`src/hw/rtl/cdet_pkg.sv`:
```
// ----------------------------------------------------------------------------
// cdet_pkg: shared types and constants of the countdown event table
// Table geometry, field widths, command and result codes, controller states
// and the command/status bundles between controller and datapath.
// ----------------------------------------------------------------------------
package cdet_pkg;

    localparam int SLOTS       = 16;
    localparam int IDX_W       = $clog2(SLOTS);
    localparam int CNT_W       = $clog2(SLOTS + 1);
    localparam int MAX_RESULTS = 16;
    localparam int FIRE_W      = $clog2(MAX_RESULTS + 1);
    localparam int ID_W        = 16;
    localparam int DELAY_W     = 16;
    localparam int INFO_W      = 32;

    typedef enum logic [1:0] {
        CMD_ADD    = 2'd0,
        CMD_TICK   = 2'd1,
        CMD_CANCEL = 2'd2
    } cmd_code_t;

    typedef enum logic [2:0] {
        KIND_ADD_OK   = 3'd0,
        KIND_ADD_FULL = 3'd1,
        KIND_CANCEL   = 3'd2,
        KIND_FIRED    = 3'd3,
        KIND_IDLE     = 3'd4
    } kind_t;

    typedef enum logic [1:0] {
        ST_IDLE,
        ST_ADD,
        ST_CANCEL,
        ST_SCAN
    } state_t;

    typedef struct packed {
        logic load;
        logic add;
        logic cancel;
        logic step;
        logic finish;
    } dp_cmd_t;

    typedef struct packed {
        logic scan_done;
    } dp_stat_t;

endpackage

```
`src/hw/rtl/cdet_ctrl.sv`:
```
// ----------------------------------------------------------------------------
// cdet_ctrl: command sequencer
// Accepts commands, steps the datapath through add, cancel and the tick scan.
// ----------------------------------------------------------------------------
module cdet_ctrl
    import cdet_pkg::*;
(
    input  logic       clk,
    input  logic       rst_n,
    input  logic       start,
    input  logic [1:0] command,
    output logic       busy,
    output dp_cmd_t    dp_cmd,
    input  dp_stat_t   dp_stat
);

    state_t state_reg;
    state_t state_next;

    always_ff @(posedge clk or negedge rst_n)
    begin
        if (!rst_n)
        begin
            state_reg <= ST_IDLE;
        end
        else
        begin
            state_reg <= state_next;
        end
    end

    always_comb
    begin
        state_next = state_reg;
        unique case (state_reg)
            ST_IDLE:
            begin
                if (start)
                begin
                    unique case (command)
                        CMD_ADD:    state_next = ST_ADD;
                        CMD_TICK:   state_next = ST_SCAN;
                        CMD_CANCEL: state_next = ST_CANCEL;
                        default:    state_next = ST_IDLE;
                    endcase
                end
            end
            ST_ADD:    state_next = ST_IDLE;
            ST_CANCEL: state_next = ST_IDLE;
            ST_SCAN:
            begin
                if (dp_stat.scan_done)
                begin
                    state_next = ST_IDLE;
                end
            end
            default:   state_next = ST_IDLE;
        endcase
    end

    always_comb
    begin
        dp_cmd = '0;
        unique case (state_reg)
            ST_IDLE:   dp_cmd.load = start;
            ST_ADD:    dp_cmd.add = 1'b1;
            ST_CANCEL: dp_cmd.cancel = 1'b1;
            ST_SCAN:
            begin
                dp_cmd.step   = !dp_stat.scan_done;
                dp_cmd.finish = dp_stat.scan_done;
            end
            default:   dp_cmd = '0;
        endcase
    end

    assign busy = (state_reg != ST_IDLE);

endmodule

```
`src/hw/rtl/cdet_dp.sv`:
```
// ----------------------------------------------------------------------------
// cdet_dp: event table datapath
// Entry register file, operand capture, tick scan with compaction, one
// pending fired result and the result output register.
// ----------------------------------------------------------------------------
module cdet_dp
    import cdet_pkg::*;
(
    input  logic               clk,
    input  logic               rst_n,
    input  dp_cmd_t            dp_cmd,
    output dp_stat_t           dp_stat,
    input  logic [DELAY_W-1:0] delay,
    input  logic [ID_W-1:0]    handler_id,
    input  logic [ID_W-1:0]    causer_id,
    input  logic [ID_W-1:0]    victim_id,
    input  logic [INFO_W-1:0]  info_word,
    input  logic [ID_W-1:0]    cancel_key,
    output logic               strobe,
    output logic [2:0]         kind,
    output logic [ID_W-1:0]    fired_handler,
    output logic [ID_W-1:0]    fired_causer,
    output logic [ID_W-1:0]    fired_victim,
    output logic [INFO_W-1:0]  fired_info,
    output logic               last
);

    // captured operands
    logic [DELAY_W-1:0] delay_reg;
    logic [ID_W-1:0]    handler_reg;
    logic [ID_W-1:0]    causer_reg;
    logic [ID_W-1:0]    victim_reg;
    logic [INFO_W-1:0]  info_reg;
    logic [ID_W-1:0]    key_reg;

    // entry register file
    logic [DELAY_W-1:0] cnt_mem [SLOTS];
    logic [ID_W-1:0]    hnd_mem [SLOTS];
    logic [ID_W-1:0]    cau_mem [SLOTS];
    logic [ID_W-1:0]    vic_mem [SLOTS];
    logic [INFO_W-1:0]  inf_mem [SLOTS];

    // scan control
    logic [CNT_W-1:0]   used_reg;
    logic [CNT_W-1:0]   rd_reg;
    logic [CNT_W-1:0]   wr_reg;
    logic [FIRE_W-1:0]  nfire_reg;
    logic               pend_valid_reg;
    logic [ID_W-1:0]    pend_h_reg;
    logic [ID_W-1:0]    pend_c_reg;
    logic [ID_W-1:0]    pend_v_reg;
    logic [INFO_W-1:0]  pend_i_reg;

    // result register
    logic               strobe_reg;
    kind_t              kind_reg;
    logic [ID_W-1:0]    out_h_reg;
    logic [ID_W-1:0]    out_c_reg;
    logic [ID_W-1:0]    out_v_reg;
    logic [INFO_W-1:0]  out_i_reg;
    logic               last_reg;

    logic               strobe_next;
    kind_t              kind_next;
    logic [ID_W-1:0]    out_h_next;
    logic [ID_W-1:0]    out_c_next;
    logic [ID_W-1:0]    out_v_next;
    logic [INFO_W-1:0]  out_i_next;
    logic               last_next;

    logic [IDX_W-1:0]   rd_idx;
    logic [IDX_W-1:0]   wr_idx;
    logic [DELAY_W-1:0] rd_cnt;
    logic               rd_zero;
    logic               rd_one;
    logic               fire_ok;
    logic               full;

    assign rd_idx  = rd_reg[IDX_W-1:0];
    assign wr_idx  = wr_reg[IDX_W-1:0];
    assign rd_cnt  = cnt_mem[rd_idx];
    assign rd_zero = (rd_cnt == '0);
    assign rd_one  = (rd_cnt == DELAY_W'(1));
    assign fire_ok = rd_one && (nfire_reg < FIRE_W'(MAX_RESULTS));
    assign full    = (used_reg == CNT_W'(SLOTS));

    assign dp_stat.scan_done = (rd_reg == used_reg);

    always_ff @(posedge clk)
    begin
        if (dp_cmd.load)
        begin
            delay_reg   <= delay;
            handler_reg <= handler_id;
            causer_reg  <= causer_id;
            victim_reg  <= victim_id;
            info_reg    <= info_word;
            key_reg     <= cancel_key;
        end
    end

    always_ff @(posedge clk)
    begin
        if (dp_cmd.add && !full)
        begin
            for (int k = SLOTS - 1; k > 0; k--)
            begin
                cnt_mem[k] <= cnt_mem[k-1];
                hnd_mem[k] <= hnd_mem[k-1];
                cau_mem[k] <= cau_mem[k-1];
                vic_mem[k] <= vic_mem[k-1];
                inf_mem[k] <= inf_mem[k-1];
            end
            cnt_mem[0] <= delay_reg;
            hnd_mem[0] <= handler_reg;
            cau_mem[0] <= causer_reg;
            vic_mem[0] <= victim_reg;
            inf_mem[0] <= info_reg;
        end
        else if (dp_cmd.cancel)
        begin
            for (int k = 0; k < SLOTS; k++)
            begin
                if (hnd_mem[k] == key_reg || cau_mem[k] == key_reg
                    || vic_mem[k] == key_reg)
                begin
                    cnt_mem[k] <= '0;
                end
            end
        end
        else if (dp_cmd.step && !rd_zero && !rd_one)
        begin
            // compact survivors toward the head
            cnt_mem[wr_idx] <= rd_cnt - DELAY_W'(1);
            hnd_mem[wr_idx] <= hnd_mem[rd_idx];
            cau_mem[wr_idx] <= cau_mem[rd_idx];
            vic_mem[wr_idx] <= vic_mem[rd_idx];
            inf_mem[wr_idx] <= inf_mem[rd_idx];
        end
    end

    always_ff @(posedge clk or negedge rst_n)
    begin
        if (!rst_n)
        begin
            used_reg       <= '0;
            rd_reg         <= '0;
            wr_reg         <= '0;
            nfire_reg      <= '0;
            pend_valid_reg <= 1'b0;
        end
        else if (dp_cmd.load)
        begin
            rd_reg         <= '0;
            wr_reg         <= '0;
            nfire_reg      <= '0;
            pend_valid_reg <= 1'b0;
        end
        else if (dp_cmd.add)
        begin
            if (!full)
            begin
                used_reg <= used_reg + CNT_W'(1);
            end
        end
        else if (dp_cmd.step)
        begin
            rd_reg <= rd_reg + CNT_W'(1);
            if (!rd_zero && !rd_one)
            begin
                wr_reg <= wr_reg + CNT_W'(1);
            end
            if (fire_ok)
            begin
                nfire_reg      <= nfire_reg + FIRE_W'(1);
                pend_valid_reg <= 1'b1;
            end
        end
        else if (dp_cmd.finish)
        begin
            used_reg       <= wr_reg;
            pend_valid_reg <= 1'b0;
        end
    end

    always_ff @(posedge clk)
    begin
        if (dp_cmd.step && fire_ok)
        begin
            pend_h_reg <= hnd_mem[rd_idx];
            pend_c_reg <= cau_mem[rd_idx];
            pend_v_reg <= vic_mem[rd_idx];
            pend_i_reg <= inf_mem[rd_idx];
        end
    end

    always_comb
    begin
        strobe_next = 1'b0;
        kind_next   = KIND_IDLE;
        out_h_next  = '0;
        out_c_next  = '0;
        out_v_next  = '0;
        out_i_next  = '0;
        last_next   = 1'b1;
        priority if (dp_cmd.add)
        begin
            strobe_next = 1'b1;
            kind_next   = full ? KIND_ADD_FULL : KIND_ADD_OK;
        end
        else if (dp_cmd.cancel)
        begin
            strobe_next = 1'b1;
            kind_next   = KIND_CANCEL;
        end
        else if ((dp_cmd.step && fire_ok && pend_valid_reg)
                 || (dp_cmd.finish && pend_valid_reg))
        begin
            // release the held fired entry; it is final only at scan end
            strobe_next = 1'b1;
            kind_next   = KIND_FIRED;
            out_h_next  = pend_h_reg;
            out_c_next  = pend_c_reg;
            out_v_next  = pend_v_reg;
            out_i_next  = pend_i_reg;
            last_next   = dp_cmd.finish;
        end
        else if (dp_cmd.finish)
        begin
            strobe_next = 1'b1;
            kind_next   = KIND_IDLE;
        end
        else
        begin
            strobe_next = 1'b0;
        end
    end

    always_ff @(posedge clk or negedge rst_n)
    begin
        if (!rst_n)
        begin
            strobe_reg <= 1'b0;
        end
        else
        begin
            strobe_reg <= strobe_next;
        end
    end

    always_ff @(posedge clk)
    begin
        kind_reg  <= kind_next;
        out_h_reg <= out_h_next;
        out_c_reg <= out_c_next;
        out_v_reg <= out_v_next;
        out_i_reg <= out_i_next;
        last_reg  <= last_next;
    end

    assign strobe        = strobe_reg;
    assign kind          = kind_reg;
    assign fired_handler = out_h_reg;
    assign fired_causer  = out_c_reg;
    assign fired_victim  = out_v_reg;
    assign fired_info    = out_i_reg;
    assign last          = last_reg;

endmodule

```
`src/hw/rtl/countdown_event_table_core.sv`:
```
// ----------------------------------------------------------------------------
// countdown_event_table_core: table of pending timed events
// Holds up to 16 events newest first; add, tick and cancel by key.
// ----------------------------------------------------------------------------
// A command transfers when start is high and busy is low. Add and cancel
// pass through their own controller state and show their single result
// in the cycle busy falls. A tick walks the table one entry a cycle
// through a single read index into the entry file; busy stays high for
// the walk over the entries in use. Fired events stream out during the
// walk, newest first, and the final result (marked by last) appears in the
// cycle busy falls. Command code 3 is taken and gives no result. Results
// are shown for one cycle under strobe and cannot be held off; a new
// command may transfer in the same cycle as the final result.
// ----------------------------------------------------------------------------
module countdown_event_table_core
    import cdet_pkg::*;
(
    input  logic               clk,
    input  logic               rst_n,
    input  logic               start,
    output logic               busy,
    input  logic [1:0]         command,
    input  logic [DELAY_W-1:0] delay,
    input  logic [ID_W-1:0]    handler_id,
    input  logic [ID_W-1:0]    causer_id,
    input  logic [ID_W-1:0]    victim_id,
    input  logic [INFO_W-1:0]  info_word,
    input  logic [ID_W-1:0]    cancel_key,
    output logic               strobe,
    output logic [2:0]         kind,
    output logic [ID_W-1:0]    fired_handler,
    output logic [ID_W-1:0]    fired_causer,
    output logic [ID_W-1:0]    fired_victim,
    output logic [INFO_W-1:0]  fired_info,
    output logic               last
);

    dp_cmd_t  dp_cmd;
    dp_stat_t dp_stat;

    cdet_ctrl u_ctrl (
        .clk     (clk),
        .rst_n   (rst_n),
        .start   (start),
        .command (command),
        .busy    (busy),
        .dp_cmd  (dp_cmd),
        .dp_stat (dp_stat)
    );

    cdet_dp u_dp (
        .clk           (clk),
        .rst_n         (rst_n),
        .dp_cmd        (dp_cmd),
        .dp_stat       (dp_stat),
        .delay         (delay),
        .handler_id    (handler_id),
        .causer_id     (causer_id),
        .victim_id     (victim_id),
        .info_word     (info_word),
        .cancel_key    (cancel_key),
        .strobe        (strobe),
        .kind          (kind),
        .fired_handler (fired_handler),
        .fired_causer  (fired_causer),
        .fired_victim  (fired_victim),
        .fired_info    (fired_info),
        .last          (last)
    );

endmodule

```
`config.mk`:
```
export PLATFORM = sky130hd
export DESIGN_NAME = countdown_event_table_core
export DESIGN_NICKNAME = d
export VERILOG_FILES = /design/src/hw/rtl/cdet_pkg.sv /design/src/hw/rtl/cdet_ctrl.sv /design/src/hw/rtl/cdet_dp.sv /design/src/hw/rtl/countdown_event_table_core.sv
export SDC_FILE = /design/constraint.sdc
export NUM_CORES = 2
export LEC_CHECK = 0
export BUFFER_PORTS_ARGS = -buffer_cell sky130_fd_sc_hd__buf_2
export CAP_MARGIN = 15
export CORE_MARGIN = 2
export CORE_UTILIZATION = 50
export DETAILED_ROUTE_END_ITERATION = 10
export PLACE_DENSITY = 0.74
export SKIP_CTS_REPAIR_TIMING = 1
export SLEW_MARGIN = 5
export SYNTH_ARGS = -nofsm -noshare
export SYNTH_HDL_FRONTEND = slang
export SYNTH_SLANG_ARGS = --single-unit
```
`constraint.sdc`:
```
create_clock -name clk -period 7.73 [get_ports clk]
set_input_delay 0.3865 -clock clk [delete_from_list [all_inputs] [get_ports clk]]
set_output_delay 0.3865 -clock clk [all_outputs]
set_load 0.02 [all_outputs]
```
==> results.yml <==
sta:
  setup_tns_ps: 0
  final_max_slew_viol_count: 0
  period_share: 0.797
  rsz0062_at_grt: "false"
  period_needed_ps: 6160
  worst_slew_pin_slew_ps: 1370
  setup_viol: 0
  slew_headroom: 0.0813
  max_freq_ghz: 0.162
  hold_viol_final: 0
  clock_skew_ps: 45.5
layout:
  largest_reg_flops: 512
  fin_nets: 6358
  instances_no_fill: 8928
  nFillCells: 14800
  regMostFlops: "u_dp.inf_mem"
  most-common-layout-cells: "edfxtp_1 (1,728), mux2_2 (1,021), xnor2_1 (772), mux4_2 (455), nand2_1 (312)"
  regArea_mm2: 0.0542
  final_common_cell: "edfxtp_1"
  area_growth_pct: 11.0
  multi_input_area_mm2: 0.0408
  post_route_cells_drive_above_1_share: 0.376
drt:
  routedWlPerCell_um: 33.0
  wl_mm: 295
  drtIter0Drc: 8006
  viasPerCell: 6.60
  drc: 0
  num_vias: 58900
  ant_nets: 0
  dr.pass1.iters: 5
critical_path:
  startpoint_type: "flip-flop"
  critPathMaxStageDelay_ps: 1040
  critPathSlowestCell: "dfrtp_4"
  path_common_cell: "buf_4"
  path_max_fanout: 50
  timing.rr.start: "u_dp.rd_reg[1]$_DFFE_PN0P_"
  worst_ep_arrival_time_ps: 6740
  crit_chain: "mux4_2, a22o_1, a221oi_2, inv_2, ha_1, o2111ai_4, buf_4, and4_4, buf_4, mux2_4"
  r2r_end: "u_dp.inf_mem[2][10]$_DFFE_PP_"
  critical_path_class: "reg2reg"
  endpoint_kind: "flip-flop"
  rrSetupSlack_ps: 1570
  required_ps: 8310
  r2r_cells: 10
flow_run:
  drv_cap: 0
floorplan:
  rows: 161
  pin_count: 203
  initial_core_util: 0.504
  coreArea_mm2: 0.193
  die_h_um: 445
  die_w_um: 445
  die_area_mm2: 0.198
yosys:
  syn_nets: 6229
  avgSynthCellArea_um2: 15.9
  syn-cell-area_mm2: 0.0972
  synth_seq_area_share: 0.557
  ys_seq_elements: 1836
  syn_inst: 6095
  synth_edf_count: 1728
  ys.warnings.count: 0
  synthArstFlopShare: 0.0131
  yosysUniqueCellTypes: 61
  synthFlopType: "edfxtp_1"
grt:
  antenna_found_initial: 13
  track_usage: 0.295
  grt_pass1_wl_mm: 426
  grt_max_degree: 127
  grt_pass1_vias: 58600
  grt-ovfl-total: 0
place:
  gp_congestion: 0.954
  dpl.cell_count: 8435
  port_buffers: 202
  hpwl_mm: 183
cts:
  tritoncts: "done"
  cts_buffer_depth: 3
  clock_latency_ps: 870
  cts_buffers: 196
  clock-sinks: 1836
  cts_max_level: 4
  cts_root_buffer: "clkbuf_16"
  clkSlewWorstSetupHoldPaths_ps: 60
run_status:
  status: "finished clean"
worst_hold_path:
  min_from: "start"
  hold_path_class: "in2reg"
  min_to: "u_ctrl.state_reg[0]$_DFFE_PN0P_"
  worstHoldPathCells: 4
power_and_ir_drop:
  p_leak_nw: 37.3
  p_per_area_mw_per_mm2: 370
  peakVddDrop_uv: 250
-- metal layers --
layer | GRT usage | routed length, um
met4 | 0.136 | 14500
met2 | 0.454 | 135000
met3 | 0.0581 | 30000
met1 | 0.405 | 115000
met5 | 0 | 43
-- cell usage after synthesis, types with 9 or more instances --
cell type,number,share of area
a21oi_1,12,0.00062
a22oi_1,12,0.00093
and2_1,92,0.0059
buf_1,69,0.0027
buf_2,112,0.0058
buf_4,38,0.0029
buf_6,37,0.0043
clkbuf_1,273,0.011
dfrtp_1,24,0.0062
dfxtp_1,84,0.017
edfxtp_1,1728,0.53
ha_1,17,0.0022
inv_1,17,0.00066
mux2_1,22,0.0025
mux2_2,1021,0.12
mux2_4,240,0.037
mux2i_1,285,0.029
mux4_2,455,0.11
nand2_1,328,0.013
nand2b_1,20,0.0013
nand3_1,32,0.0016
nand4_1,200,0.013
nand4_2,12,0.0015
nor2_1,24,0.00093
nor2b_1,9,0.00058
nor4_1,51,0.0033
o21ai_0,10,0.00051
o31ai_1,17,0.0013
xnor2_1,775,0.070
xor2_1,15,0.0014
-- kinds of logic (layout without fill, tap and decap cells) --
| logic type | count (synthesis) | in the layout | share of synthesized area |
|---|---|---|---|
| muxes | 2023 | 2023 | 0.293 |
| other | 0 | 6 | 0 |
| xor gates and xnor gates | 790 | 790 | 0.0712 |
| and+or+nand+nor | 788 | 788 | 0.0423 |
| AOI/OAI and AO/OA | 94 | 94 | 0.00738 |
| DFF | 1836 | 1836 | 0.557 |
| adders and majority gates | 17 | 17 | 0.00219 |
| buffers and inverters | 547 | 848 | 0.0269 |
-- power breakdown --
group / leakage (nW) / switching [mW] / internal (mW)
sequential: 16.9 / 2.13 / 15.0
combinational: 17.3 / 7.97 / 5.59
clock: 3.03 / 4.08 / 5.14
total: 37.3 / 14.2 / 25.8
-- per-stage QoR --
step / power [mW] / hold slack (ps) / util / area (um^2) / setup WS [ps]
floorplan: 25.6 / 90.9 / - / 97200 / 2180
global placement: 30.2 / 425 / 0.521 / 100000 / 1740
detailed placement: 30.5 / 426 / 0.521 / 101000 / 1690
CTS: 39.7 / -465 / 0.553 / 107000 / 1670
global route: 41.3 / 69.5 / 0.560 / 108000 / 1400
finish: 39.9 / 19.2 / 0.560 / 108000 / 1570
-- worst max-delay path, delay by kind of cell, from the launching register on --
| kind | cells | cell delay, ps |
|---|---|---|
| multiplexers | 2 | 770 |
| adder cells (fa/ha/maj) | 1 | 290 |
| buffers and inverters | 3 | 1310 |
| AND/OR/NAND/NOR | 1 | 990 |
| flip-flops | 1 | 1040 |
| AO/OA/AOI/OAI | 3 | 1340 |
-- layout make-up --
type,instances,area share
Inverter,18,0.000719
Clock buffer,262,0.0497
Sequential cell,1836,0.502
Multi-Input combinational cell,3712,0.378
Timing Repair Buffer,460,0.0328
Antenna cell,6,0.000139
Clock inverter,108,0.00735
Tap cell,2526,0.0293
-- worst max-delay path by stage --
stage	startpoint	to	slack, ps
after global routing	u_dp.rd_reg[1]$_DFFE_PN0P_	u_dp.inf_mem[4][26]$_DFFE_PP_	1400
after detailed placement	u_dp.rd_reg[1]$_DFFE_PN0P_	u_dp.vic_mem[2][3]$_DFFE_PP_	1690
after CTS	u_dp.rd_reg[1]$_DFFE_PN0P_	u_dp.inf_mem[2][10]$_DFFE_PP_	1670
after floorplan	u_dp.rd_reg[1]$_DFFE_PN0P_	u_dp.cau_mem[4][0]$_DFFE_PP_	2180
after global placement	u_dp.rd_reg[1]$_DFFE_PN0P_	u_dp.vic_mem[2][2]$_DFFE_PP_	1740
final	u_dp.rd_reg[1]$_DFFE_PN0P_	u_dp.inf_mem[2][10]$_DFFE_PP_	1570
No activity file was read; power rests on OpenSTA's default activity.
